`src/rtl/core/clsr_pkg.sv`:
```
// Shared constants, control-word types and the microprogram ROM for the
// combined LCG shuffle generator. No dependencies.

package clsr_pkg;

    localparam int DW = 31;

    localparam logic [31:0] MOD1       = 32'd2147483563;
    localparam logic [31:0] MOD2       = 32'd2147483399;
    localparam logic [15:0] MUL1       = 16'd40014;
    localparam logic [15:0] MUL2       = 16'd40692;
    localparam logic [31:0] SPAN1      = 32'd2147483562;
    localparam logic [31:0] SAMPLE_MAX = 32'd2147483305;
    localparam logic [30:0] GEN2_INIT  = 31'd123456789;
    localparam int          WARMUP_EXTRA = 8;

    localparam int STEP_W = 4;

    // Microprogram addresses.
    localparam logic [STEP_W-1:0] S_IDLE = 4'd0;
    localparam logic [STEP_W-1:0] S_DISP = 4'd1;
    localparam logic [STEP_W-1:0] S_SEED = 4'd2;
    localparam logic [STEP_W-1:0] S_WGO  = 4'd3;
    localparam logic [STEP_W-1:0] S_WW1  = 4'd4;
    localparam logic [STEP_W-1:0] S_WW2  = 4'd5;
    localparam logic [STEP_W-1:0] S_WWB  = 4'd6;
    localparam logic [STEP_W-1:0] S_DRAW = 4'd7;
    localparam logic [STEP_W-1:0] S_IDXQ = 4'd8;
    localparam logic [STEP_W-1:0] S_IDXF = 4'd9;
    localparam logic [STEP_W-1:0] S_WB   = 4'd10;
    localparam logic [STEP_W-1:0] S_DIFF = 4'd11;
    localparam logic [STEP_W-1:0] S_OUT  = 4'd12;

    typedef enum logic [2:0] {
        C_NEXT,
        C_GOTO,
        C_WAIT_IN,
        C_IF_DRAW,
        C_IF_CNT,
        C_WAIT_OUT
    } t_cond;

    typedef struct packed {
        t_cond             cond;
        logic [STEP_W-1:0] target;
        logic              in_rdy;
        logic              ld_seed;
        logic              go1;
        logic              go2;
        logic              wb1;
        logic              wb2;
        logic              warm_wr;
        logic              cnt_dec;
        logic              idx_mul;
        logic              idx_q;
        logic              idx_fix;
        logic              tbl_rd;
        logic              draw_wr;
        logic              diff;
        logic              out_ld;
    } t_uword;

    typedef struct packed {
        logic in_fire;
        logic draw;
        logic cnt_nz;
        logic out_free;
    } t_seq_flags;

    function automatic t_uword ucode_rom(input logic [STEP_W-1:0] addr);
        t_uword w;
        w      = '0;
        w.cond = C_NEXT;
        case (addr)
            S_IDLE: begin
                w.in_rdy = 1'b1;
                w.cond   = C_WAIT_IN;
            end
            S_DISP: begin
                w.cond   = C_IF_DRAW;
                w.target = S_DRAW;
            end
            S_SEED: w.ld_seed = 1'b1;
            S_WGO:  w.go1     = 1'b1;
            S_WW1:  w.cond    = C_NEXT;
            S_WW2:  w.cond    = C_NEXT;
            S_WWB: begin
                w.wb1     = 1'b1;
                w.warm_wr = 1'b1;
                w.cnt_dec = 1'b1;
                w.cond    = C_IF_CNT;
                w.target  = S_WGO;
            end
            S_DRAW: begin
                w.go1     = 1'b1;
                w.go2     = 1'b1;
                w.idx_mul = 1'b1;
            end
            S_IDXQ: w.idx_q   = 1'b1;
            S_IDXF: w.idx_fix = 1'b1;
            S_WB: begin
                w.wb1    = 1'b1;
                w.wb2    = 1'b1;
                w.tbl_rd = 1'b1;
            end
            S_DIFF: begin
                w.draw_wr = 1'b1;
                w.diff    = 1'b1;
            end
            S_OUT: begin
                w.out_ld = 1'b1;
                w.cond   = C_WAIT_OUT;
                w.target = S_IDLE;
            end
            default: begin
                w.cond   = C_GOTO;
                w.target = S_IDLE;
            end
        endcase
        return w;
    endfunction

endpackage

```
`src/rtl/core/clsr_mcg.sv`:
```
// Multiplicative congruential step x*MUL mod MODULUS as a three-stage pipeline.
// Depends on clsr_pkg. The product, folded sum and reduced result are registered in turn.

module clsr_mcg
    import clsr_pkg::*;
#(
    parameter logic [31:0] MODULUS = MOD1,
    parameter logic [15:0] MUL     = MUL1
) (
    input  logic          i_clk,
    input  logic          i_go,
    input  logic [DW-1:0] i_x,
    output logic [DW-1:0] o_y
);

    localparam int P_W = DW + 16;
    // The modulus is 2^31 - FOLD, so the high part folds back times FOLD.
    localparam logic [7:0] FOLD = 8'((33'd1 << 31) - 33'(MODULUS));

    logic [P_W-1:0] r_p;
    logic [31:0]    r_s;
    logic [DW-1:0]  r_y;

    always_ff @(posedge i_clk) begin
        if (i_go) begin
            r_p <= P_W'(i_x) * P_W'(MUL);
        end
        r_s <= {1'b0, r_p[DW-1:0]} + 32'(r_p[P_W-1:DW]) * 32'(FOLD);
        // The folded sum stays below twice the modulus.
        r_y <= (r_s >= MODULUS) ? DW'(r_s - MODULUS) : r_s[DW-1:0];
    end

    assign o_y = r_y;

endmodule

```
`src/rtl/core/clsr_table.sv`:
```
// Shuffle table memory with a registered read port and per-entry valid bits.
// Depends on clsr_pkg. Entries never written read as zero.

module clsr_table
    import clsr_pkg::*;
#(
    parameter int DEPTH = 32,
    parameter int IDX_W = 5
) (
    input  logic             i_clk,
    input  logic             i_rst_n,
    input  logic             i_we,
    input  logic [IDX_W-1:0] i_waddr,
    input  logic [DW-1:0]    i_wdata,
    input  logic             i_re,
    input  logic [IDX_W-1:0] i_raddr,
    output logic [DW-1:0]    o_rdata
);

    logic [DW-1:0]    r_mem [DEPTH];
    logic [DEPTH-1:0] r_valid;
    logic [DW-1:0]    r_rdata;

    always_ff @(posedge i_clk) begin
        if (i_we) begin
            r_mem[i_waddr] <= i_wdata;
        end
        if (i_re) begin
            r_rdata <= r_valid[i_raddr] ? r_mem[i_raddr] : '0;
        end
    end

    always_ff @(posedge i_clk) begin
        if (!i_rst_n) begin
            r_valid <= '0;
        end else if (i_we) begin
            r_valid[i_waddr] <= 1'b1;
        end
    end

    assign o_rdata = r_rdata;

endmodule

```
`src/rtl/core/clsr_ucode.sv`:
```
// Microprogram sequencer: step counter, control ROM and jump logic.
// Depends on clsr_pkg for the ROM function and control-word types.

module clsr_ucode
    import clsr_pkg::*;
(
    input  logic       i_clk,
    input  logic       i_rst_n,
    input  t_seq_flags i_flags,
    output t_uword     o_ctrl
);

    logic [STEP_W-1:0] r_step;
    logic [STEP_W-1:0] n_step;
    t_uword            ctrl;

    assign ctrl = ucode_rom(r_step);

    always_comb begin
        n_step = r_step + 1'b1;
        case (ctrl.cond)
            C_NEXT:     n_step = r_step + 1'b1;
            C_GOTO:     n_step = ctrl.target;
            C_WAIT_IN:  n_step = i_flags.in_fire ? r_step + 1'b1 : r_step;
            C_IF_DRAW:  n_step = i_flags.draw ? ctrl.target : r_step + 1'b1;
            C_IF_CNT:   n_step = i_flags.cnt_nz ? ctrl.target : r_step + 1'b1;
            C_WAIT_OUT: n_step = i_flags.out_free ? ctrl.target : r_step;
            default:    n_step = S_IDLE;
        endcase
    end

    always_ff @(posedge i_clk) begin
        if (!i_rst_n) begin
            r_step <= S_IDLE;
        end else begin
            r_step <= n_step;
        end
    end

    assign o_ctrl = ctrl;

endmodule

```
`src/rtl/core/combined_lcg_shuffle_rng_top.sv`:
```
// Top level of the combined two-generator random source with shuffle table.
// Depends on clsr_pkg, clsr_ucode, clsr_mcg and clsr_table.
//
//  Channel  Dir  Signals                          Contents
//  s_axis   in   tvalid tready tdata[31:0] tuser  tdata: seed; tuser: operation
//  m_axis   out  tvalid tready tdata[31:0]        tdata: sample
//
// One input transfer at a time. A draw walks the dispatch, draw, index quotient,
// index fix, write-back, difference and output steps, then returns to idle.
// A reseed first runs TABLE_DEPTH + 8 warm-up steps of the first generator,
// each walking the modular multiply pipeline once, and then draws.
// Reset clears generators to their start values and the table to zeros.
// A stalled result is held in the output register; the sequencer waits at its
// last step until that register frees, and takes new input only when idle.

module combined_lcg_shuffle_rng_top
    import clsr_pkg::*;
#(
    parameter int TABLE_DEPTH = 32
) (
    input  logic        i_clk,
    input  logic        i_rst_n,
    input  logic        s_axis_tvalid,
    output logic        s_axis_tready,
    input  logic [31:0] s_axis_tdata,   // [30:0] seed, [31] zero
    input  logic [0:0]  s_axis_tuser,   // [0] operation
    output logic        m_axis_tvalid,
    input  logic        m_axis_tready,
    output logic [31:0] m_axis_tdata    // [30:0] sample, [31] zero
);

    localparam int IDX_W = (TABLE_DEPTH > 1) ? $clog2(TABLE_DEPTH) : 1;
    localparam int CNT_W = $clog2(TABLE_DEPTH + WARMUP_EXTRA);
    localparam logic [31:0] IDX_DIV = 32'(32'd1 + (MOD1 - 32'd1) / 32'(TABLE_DEPTH));
    // Reciprocal of the index divisor, scaled by 2^56; the quotient estimate
    // is at most one low and is corrected by one compare.
    localparam int SH = 56;
    localparam logic [31:0] RECIP = 32'((64'd1 << SH) / 64'(IDX_DIV));
    localparam int QP_W = DW + 32;
    localparam int Q_W  = QP_W - SH;

    t_uword     ctrl;
    t_seq_flags flags;

    logic              r_op;
    logic [DW-1:0]     r_seed;
    logic [DW-1:0]     r_g1;
    logic [DW-1:0]     r_g2;
    logic [DW-1:0]     r_last;
    logic [CNT_W-1:0]  r_cnt;
    logic [QP_W-1:0]   r_qp;
    logic [Q_W-1:0]    r_q0;
    logic [DW-1:0]     r_qd;
    logic [IDX_W-1:0]  r_idx;
    logic [31:0]       r_negc;
    logic [DW-1:0]     r_sample;
    logic              r_out_valid;

    logic [DW-1:0]     y1;
    logic [DW-1:0]     y2;
    logic [DW-1:0]     ent;
    logic              in_fire;
    logic              out_free;
    logic              warm_hit;
    logic              tbl_we;
    logic [IDX_W-1:0]  tbl_waddr;
    logic [DW-1:0]     tbl_wdata;
    logic [Q_W-1:0]    q0;
    logic [DW-1:0]     rem;
    logic [Q_W-1:0]    q;
    logic signed [32:0] diff_a;
    logic signed [32:0] diff_b;
    logic signed [32:0] diff_s;
    logic [DW-1:0]     diff_c;

    clsr_ucode u_ucode (
        .i_clk   (i_clk),
        .i_rst_n (i_rst_n),
        .i_flags (flags),
        .o_ctrl  (ctrl)
    );

    clsr_mcg #(.MODULUS(MOD1), .MUL(MUL1)) u_mcg1 (
        .i_clk (i_clk),
        .i_go  (ctrl.go1),
        .i_x   (r_g1),
        .o_y   (y1)
    );

    clsr_mcg #(.MODULUS(MOD2), .MUL(MUL2)) u_mcg2 (
        .i_clk (i_clk),
        .i_go  (ctrl.go2),
        .i_x   (r_g2),
        .o_y   (y2)
    );

    clsr_table #(.DEPTH(TABLE_DEPTH), .IDX_W(IDX_W)) u_table (
        .i_clk   (i_clk),
        .i_rst_n (i_rst_n),
        .i_we    (tbl_we),
        .i_waddr (tbl_waddr),
        .i_wdata (tbl_wdata),
        .i_re    (ctrl.tbl_rd),
        .i_raddr (r_idx),
        .o_rdata (ent)
    );

    assign s_axis_tready = ctrl.in_rdy && i_rst_n;
    assign in_fire       = s_axis_tvalid && s_axis_tready;
    assign out_free      = !r_out_valid || m_axis_tready;

    assign flags.in_fire  = in_fire;
    assign flags.draw     = !r_op;
    assign flags.cnt_nz   = (r_cnt != '0);
    assign flags.out_free = out_free;

    // Only the last TABLE_DEPTH warm-up steps land in the table.
    assign warm_hit  = ctrl.warm_wr && (32'(r_cnt) < 32'(TABLE_DEPTH));
    assign tbl_we    = warm_hit || ctrl.draw_wr;
    assign tbl_waddr = ctrl.draw_wr ? r_idx : r_cnt[IDX_W-1:0];
    assign tbl_wdata = ctrl.draw_wr ? r_g1 : y1;

    assign q0  = r_qp[QP_W-1:SH];
    assign rem = r_last - r_qd;
    assign q   = r_q0 + Q_W'({31'd0, ({1'b0, rem} >= IDX_DIV)});

    always_comb begin
        diff_a = $signed({2'b00, ent}) - $signed({2'b00, r_g2});
        diff_b = $signed({2'b00, ent} + {1'b0, r_negc});
        diff_s = (diff_a > 33'sd0) ? diff_a : diff_b;
        if (diff_s < 33'sd1) begin
            diff_c = DW'(1);
        end else if (diff_s > $signed({2'b00, {DW{1'b1}}})) begin
            diff_c = {DW{1'b1}};
        end else begin
            diff_c = diff_s[DW-1:0];
        end
    end

    always_ff @(posedge i_clk) begin
        if (in_fire) begin
            r_seed <= s_axis_tdata[DW-1:0];
        end
        if (ctrl.idx_mul) begin
            r_qp <= QP_W'(r_last) * QP_W'(RECIP);
        end
        if (ctrl.idx_q) begin
            r_q0 <= q0;
            r_qd <= DW'(64'(q0) * 64'(IDX_DIV));
        end
        if (ctrl.idx_fix) begin
            r_idx <= (32'(q) >= 32'(TABLE_DEPTH)) ? IDX_W'(TABLE_DEPTH - 1) : IDX_W'(q);
        end
        if (ctrl.wb2) begin
            r_negc <= SPAN1 - {1'b0, y2};
        end
        if (ctrl.out_ld && out_free) begin
            r_sample <= ({1'b0, r_last} > SAMPLE_MAX) ? SAMPLE_MAX[DW-1:0] : r_last;
        end
    end

    always_ff @(posedge i_clk) begin
        if (!i_rst_n) begin
            r_op        <= 1'b0;
            r_g1        <= DW'(1);
            r_g2        <= GEN2_INIT;
            r_last      <= '0;
            r_cnt       <= '0;
            r_out_valid <= 1'b0;
        end else begin
            if (in_fire) begin
                r_op <= s_axis_tuser[0];
            end
            if (ctrl.ld_seed) begin
                r_g1  <= (r_seed == '0) ? DW'(1) : r_seed;
                r_g2  <= (r_seed == '0) ? DW'(1) : r_seed;
                r_cnt <= CNT_W'(TABLE_DEPTH + WARMUP_EXTRA - 1);
            end
            if (ctrl.cnt_dec) begin
                r_cnt <= r_cnt - 1'b1;
            end
            if (ctrl.wb1) begin
                r_g1 <= y1;
            end
            if (ctrl.wb2) begin
                r_g2 <= y2;
            end
            // The final warm-up value is table entry zero and seeds the index.
            if (ctrl.warm_wr && (r_cnt == '0)) begin
                r_last <= y1;
            end
            if (ctrl.diff) begin
                r_last <= diff_c;
            end
            if (ctrl.out_ld && out_free) begin
                r_out_valid <= 1'b1;
            end else if (m_axis_tready) begin
                r_out_valid <= 1'b0;
            end
        end
    end

    assign m_axis_tvalid = r_out_valid;
    assign m_axis_tdata  = {1'b0, r_sample};

    a_one_item_at_a_time: assert property (@(posedge i_clk) disable iff (!i_rst_n)
        (s_axis_tvalid && s_axis_tready) |=> !s_axis_tready)
        else $error("input taken while an item is in progress");

    a_sample_range: assert property (@(posedge i_clk) disable iff (!i_rst_n)
        m_axis_tvalid |-> (r_sample != '0 && {1'b0, r_sample} <= SAMPLE_MAX))
        else $error("sample outside its range");

    a_gen2_reduced: assert property (@(posedge i_clk) disable iff (!i_rst_n)
        $past(ctrl.wb2) |-> ({1'b0, r_g2} < MOD2))
        else $error("second generator not reduced below its modulus");

    a_gen1_reduced: assert property (@(posedge i_clk) disable iff (!i_rst_n)
        $past(ctrl.wb1) |-> ({1'b0, r_g1} < MOD1))
        else $error("first generator not reduced below its modulus");

endmodule

```
`config.mk`:
```
export PLATFORM = sky130hd
export DESIGN_NAME = combined_lcg_shuffle_rng_top
export DESIGN_NICKNAME = d
export VERILOG_FILES = /design/src/rtl/core/clsr_pkg.sv /design/src/rtl/core/clsr_mcg.sv /design/src/rtl/core/clsr_table.sv /design/src/rtl/core/clsr_ucode.sv /design/src/rtl/core/combined_lcg_shuffle_rng_top.sv
export SDC_FILE = /design/constraint.sdc
export NUM_CORES = 2
export LEC_CHECK = 0
export ABC_AREA = 1
export BUFFER_PORTS_ARGS = -buffer_cell sky130_fd_sc_hd__buf_2
export CORE_ASPECT_RATIO = 2
export CORE_MARGIN = 2
export CORE_UTILIZATION = 59
export CTS_CLUSTER_DIAMETER = 120
export DETAILED_ROUTE_END_ITERATION = 6
export PLACE_DENSITY = 0.78
export SLEW_MARGIN = 40
export SYNTH_ARGS = -nofsm -noshare
export SYNTH_HDL_FRONTEND = slang
export SYNTH_HIERARCHICAL = 1
export SYNTH_SLANG_ARGS = --single-unit
```
`constraint.sdc`:
```
create_clock -name i_clk -period 4.5 [get_ports i_clk]
set_input_delay 0.225 -clock i_clk [delete_from_list [all_inputs] [get_ports i_clk]]
set_output_delay 0.225 -clock i_clk [all_outputs]
set_load 0.05 [all_outputs]
```
# Word-level counts from Yosys, hierarchy flattened

Memory sizes are Yosys's and may differ from the RTL's. A register that Yosys moved wholly into a read port is not among the register bits.
Index checks and enable logic that the tools add are counted.

Register bits: 546
Bits in writable memories: 992
Input port bits: 37
Output and inout bits: 34
Logic and storage cells: 136
Memories kept: 1

Add/sub/neg operators: 11
Multiply operators: 6
$lt $le $gt $ge: 12
Eq/ne operators: 19
Multiplexer cells: 41
Bitwise logic cells: 1
Reduce and logical (&&, ||, !) cells: 24

Memory list:

| memory        | depth | bits a word | read ports | clocked after Yosys merged registers in | write ports | line             | source |
|---|---|---|---|---|---|---|---|
| u_table.r_mem | 32    | 31          | 1          | 1                                       | 1           | clsr_table.sv:20 | `logic [DW-1:0] r_mem [DEPTH];` |

Operators by type and width:

| cell                   | number |
|---|---|
| $mux 31                | 11 |
| $ge 32x31->1 const B   | 2 |
| $sub 31x31->31 const B | 2 |
| $mul 31x26->57 const B | 1 |
| $mul 31x15->46 const B | 1 |
| $mul 31x14->45 const B | 1 |
| $add 31x32->33         | 1 |
| $gt 33x32->1 const B   | 1 |
| $lt 33x2->1 const B    | 1 |
| $mux 33                | 1 |
| $add 31x23->32         | 1 |
| $add 31x24->32         | 1 |
| $gt 32x1->1 const B    | 1 |
| $or 32x32->32          | 1 |
| $sub 31x31->32         | 1 |
| $sub 31x31->32 const A | 1 |
| $ge 31x26->1 const B   | 1 |
| $gt 31x31->1 const B   | 1 |
| $logic_not 31->1       | 1 |
| $sub 31x31->31         | 1 |
| $mul 6x25->30 const B  | 1 |
| $mul 16x8->24 const B  | 1 |
| $pmux 4 s6             | 1 |
| $mul 16x7->23 const B  | 1 |
| 35 further kinds       | 78 |

# Logic depth before layout (Yosys ltp)

Word-level depth: 8
Mapped depth: 31
Gate-level depth less buffers: 31

# Modules after synthesis

Netlist, hierarchy kept.

Modules (own cells, without submodules):

| module                       | times used | cells each | area an instance (um^2) | sequential area each (um^2) |
|---|---|---|---|---|
| clsr_table                   | 1          | 4050       | 43878.3                 | 31360.1 |
| combined_lcg_shuffle_rng_top | 1          | 2537       | 18223.7                 | 6195.9 |
| clsr_mcg (u_mcg2)            | 1          | 2157       | 17541.8                 | 2612.5 |
| clsr_mcg (u_mcg1)            | 1          | 2061       | 15349.7                 | 2642.5 |
| clsr_ucode                   | 1          | 102        | 630.6                   | 80.1 |

# Worst setup path after synthesis

Ideal clock, no wire load.

Path kind: register -> register
Start point: register r_g1[8]
End point: register u_mcg1.r_p[41] (data pin)
Library setup time: 0.252 ns
Arrival time: 4.675 ns
Required time: 4.248 ns
Path slack: -0.427 ns
Cell stages (with the launch flop): 23
Path buffers: 0
Period minus slack after synthesis: 4.927 ns
Path through: dfxtp_1 > inv_1 > fa_1 > inv_1 > ha_1 > inv_1 > fa_1 > inv_1 > fa_1 > inv_1 > fa_1 > fa_1 > inv_1 > ha_1 > nand2_1 > nor2_1 > nand2_1 > nor2_1 > o21ai_0 > nand3_1 > nand2_1 > nand3_1 > nand2_1

Cells in the longest elaborated chain, start to end: 1

Ends and longest elaborated chain:

| what                   | line                                | source |
|---|---|---|
| start, declared        | combined_lcg_shuffle_rng_top.sv:47  | `logic [DW-1:0] r_g1;` |
| start signal, assigned | combined_lcg_shuffle_rng_top.sv:175 | `r_g1 <= (r_seed == '0) ? DW'(1) : r_seed;` |
| start signal, assigned | combined_lcg_shuffle_rng_top.sv:183 | `r_g1 <= y1;` |
| $mul 31x15->46         | clsr_mcg.sv:26                      | `r_p <= P_W'(i_x) * P_W'(MUL);` |
| end signal, assigned   | clsr_mcg.sv:26                      |  |
| end, declared          | clsr_mcg.sv:20                      | `logic [P_W-1:0] r_p;` |

Every way passes these cells.
A chain may end at the register's enable or synchronous reset.

# Worst setup path in the final report

Start point: register r_g2[10]
End point: register u_mcg2.r_p[40] (data pin)

Cells in the longest elaborated chain, start to end: 1

Ends and longest elaborated chain:

| what                   | line                                | source |
|---|---|---|
| start, declared        | combined_lcg_shuffle_rng_top.sv:48  | `logic [DW-1:0] r_g2;` |
| start signal, assigned | combined_lcg_shuffle_rng_top.sv:176 | `r_g2 <= (r_seed == '0) ? DW'(1) : r_seed;` |
| start signal, assigned | combined_lcg_shuffle_rng_top.sv:186 | `r_g2 <= y2;` |
| $mul 31x14->45         | clsr_mcg.sv:26                      |  |
| end signal, assigned   | clsr_mcg.sv:26                      |  |
| end, declared          | clsr_mcg.sv:20                      |  |

Every way passes these cells.

==> results.txt <==
# port buffers - 68
Placed cell count - 13419
CP cell instances - fa_2, ha_4, fa_1, fa_1, fa_1, inv_2, fa_1, inv_2, ha_4, nand2_4, buf_6, nor2_4, nand2_2, inv_2, nand2_1, nand2_1, nand2_2, nand4_1, nand2_1
Vias per std cell - 5.69
Slowest cell on the critical path - fa_2
CTS tree - built
Clock transition at the registers of the reported paths - 0.07 ns
Syn Std Cell Area - 95600 um2
CTS Sinks - 1516
Root Driver - clkbuf_16
Initial DRC count - 7472
Row Count - 209
YS warnings - 6
Max-cap viol count - 0
Routability Congestion - 1.01
Cells after Synth - 10901
Fmax - 203 MHz
Failing checks - negative setup slack
Largest net degree at the start of global routing - 193
Syn Area/Cell - 8.77 um2
Die width - 289 um
Initial Util - 0.592
Dpl hpwl - 239000 um
Synthesis-to-layout area growth - 18.1%
Vias in the first global route - 80496
Status - finished with violations
Rel. slew slack - 0.387
Max clock buf depth - 4
Setup-failing EPs final - 67
First-pass GRT wire length - 476000 um
Met2 Usage GRT - 0.695
Hold Vio Cnt, Final - 0
Initial DRT Pass Iterations - 7
Final Non-Filler Cells - 13798
Met3 usage - 0.0623
Share of post-route cells with drive strength above 1 - 0.179
Minimum clock period after layout - 4.94 ns
Worst setup path class - reg2reg
Final WS setup - -0.436 ns
Post-layout util - 0.699
Setup Skew - 0.0717 ns
Fin Hold WS - 0.148 ns
Max stage delay on crit path - 0.64 ns
Routed WL - 324000 um
Initial antenna violation count - 13
DRT antenna net count - 0
Final net count - 12672
Busiest grt layer - met2
Worst Path Buf+Inv - 4
Worst setup SP type - register
Vias - 78550
Die Y - 573 um
Total global routing overflow - 0
Fin. max-slew vios - 0
Num CTS Buffers - 143
HP Class - in2reg
Core Area - 162000 um2
Met1 Track Usage GR - 0.390
Filler cell count - 12282
H-tree depth - 4
Die area - 165000 um2
Crit-path max FO - 6
Critical Path AT - 5.46 ns
Storage cell area - 43100 um2
Unrepaired setup endpoints after global routing - yes
Critical path's top delay family - adder cells
Post-route DRC - 0
Mapped Nets - 11993
Worst setup EP type - register
Slew of the pin with the lowest slew margin - 0.920 ns
WL/cell - 23.5 um
Top Ports - 71
Most used cell, CP - fa_1
GRT Util Overall - 0.390
Multi-input gate area - 48300 um2
WP data required - 5.02 ns
Worst skew pair latency - 0.83 ns
Fin crit share - 1.10
path summary, 6_finish.rpt:
| kind | from | end | slack [ns] | depth (start not counted) |
|---|---|---|---|---|
| max | r_g2[10]$_SDFFE_PN1P_ | u_mcg2/r_p[40]$_DFFE_PP_ | -0.44 | 19 |
| min | s_axis_tdata[17] | r_seed[17]$_DFFE_PP_ | 0.15 | 2 |
| max reg2reg | r_g2[10]$_SDFFE_PN1P_ | u_mcg2/r_p[40]$_DFFE_PP_ | -0.44 | 19 |
| min reg2reg | u_table/r_valid[8]$_SDFFE_PN0P_ | u_table/r_valid[8]$_SDFFE_PN0P_ | 0.47 | 2 |
flip-flops by register name, indices dropped and copies added (netlist names), 6 cells and up:
register         flops
u_table/r_mem      992
u_mcg1/r_p          46
u_mcg2/r_p          45
r_negc              32
u_mcg1/r_s          32
u_mcg2/r_s          32
u_table/r_valid     32
r_g1                31
r_g2                31
r_last              31
r_sample            31
r_seed              31
u_mcg1/o_y          31
u_mcg2/o_y          31
u_table/o_rdata     31
r_qd                29
r_cnt                6
r_qp                 6
cell type report:
| type | count | share of cell area |
|---|---|---|
| clock inverter | 68 | 0.00533 |
| clock buffer | 179 | 0.0337 |
| inverter | 1950 | 0.0653 |
| timing repair buffer | 863 | 0.0633 |
| antenna | 6 | 0.000133 |
| sequential | 1516 | 0.381 |
| tap | 2110 | 0.0234 |
| multi-input combinational | 7106 | 0.428 |
what timing repair did:
action | in CTS | in global routing
endpoints found under the setup margin | 104 | 125
resized for setup | 436 | 408
hold buffers | 34 | 0
cloned | 0 | 2
buffers inserted | 43 | 57
pin swaps | 345 | 300
hold endpoints to repair | 54 | 0
layout by cell type, fill, tap and decap left out, types with 90 or more instances in the layout:
cell type,n
nand2_2,228
a21oi_1,219
inv_1,1765
nand2_1,2944
edfxtp_1,1253
nor2_4,90
ha_4,107
o21ai_0,250
xor2_1,131
dfxtp_1,210
ha_1,471
buf_4,667
nand2_4,96
nand3_1,880
fa_1,414
nor2_1,542
inv_2,170
clkbuf_16,148
layer usage:
metal  vias up  routed length (um)
li1      35972                   -
met1     37289              100000
met2      3844              166000
met3      1435               22800
met4        10               35100
met5         -                  70
through the flow:
stage	cell area, um2	setup WS, ns	TNS (ns)
2_1_floorplan	97200	-0.0221	-0.186
3_3_place_gp	104000	-0.673	-24.51
3_5_place_dp	104000	-0.635	-26.07
5_1_grt	113000	-0.564	-28.16
6_report	113000	-0.436	-18.93
4_1_cts	111000	-0.388	-17.57
Power is left out: the tool's default activity adds up to more than one toggle a clock period on the data nets, which glitch-free logic cannot reach.
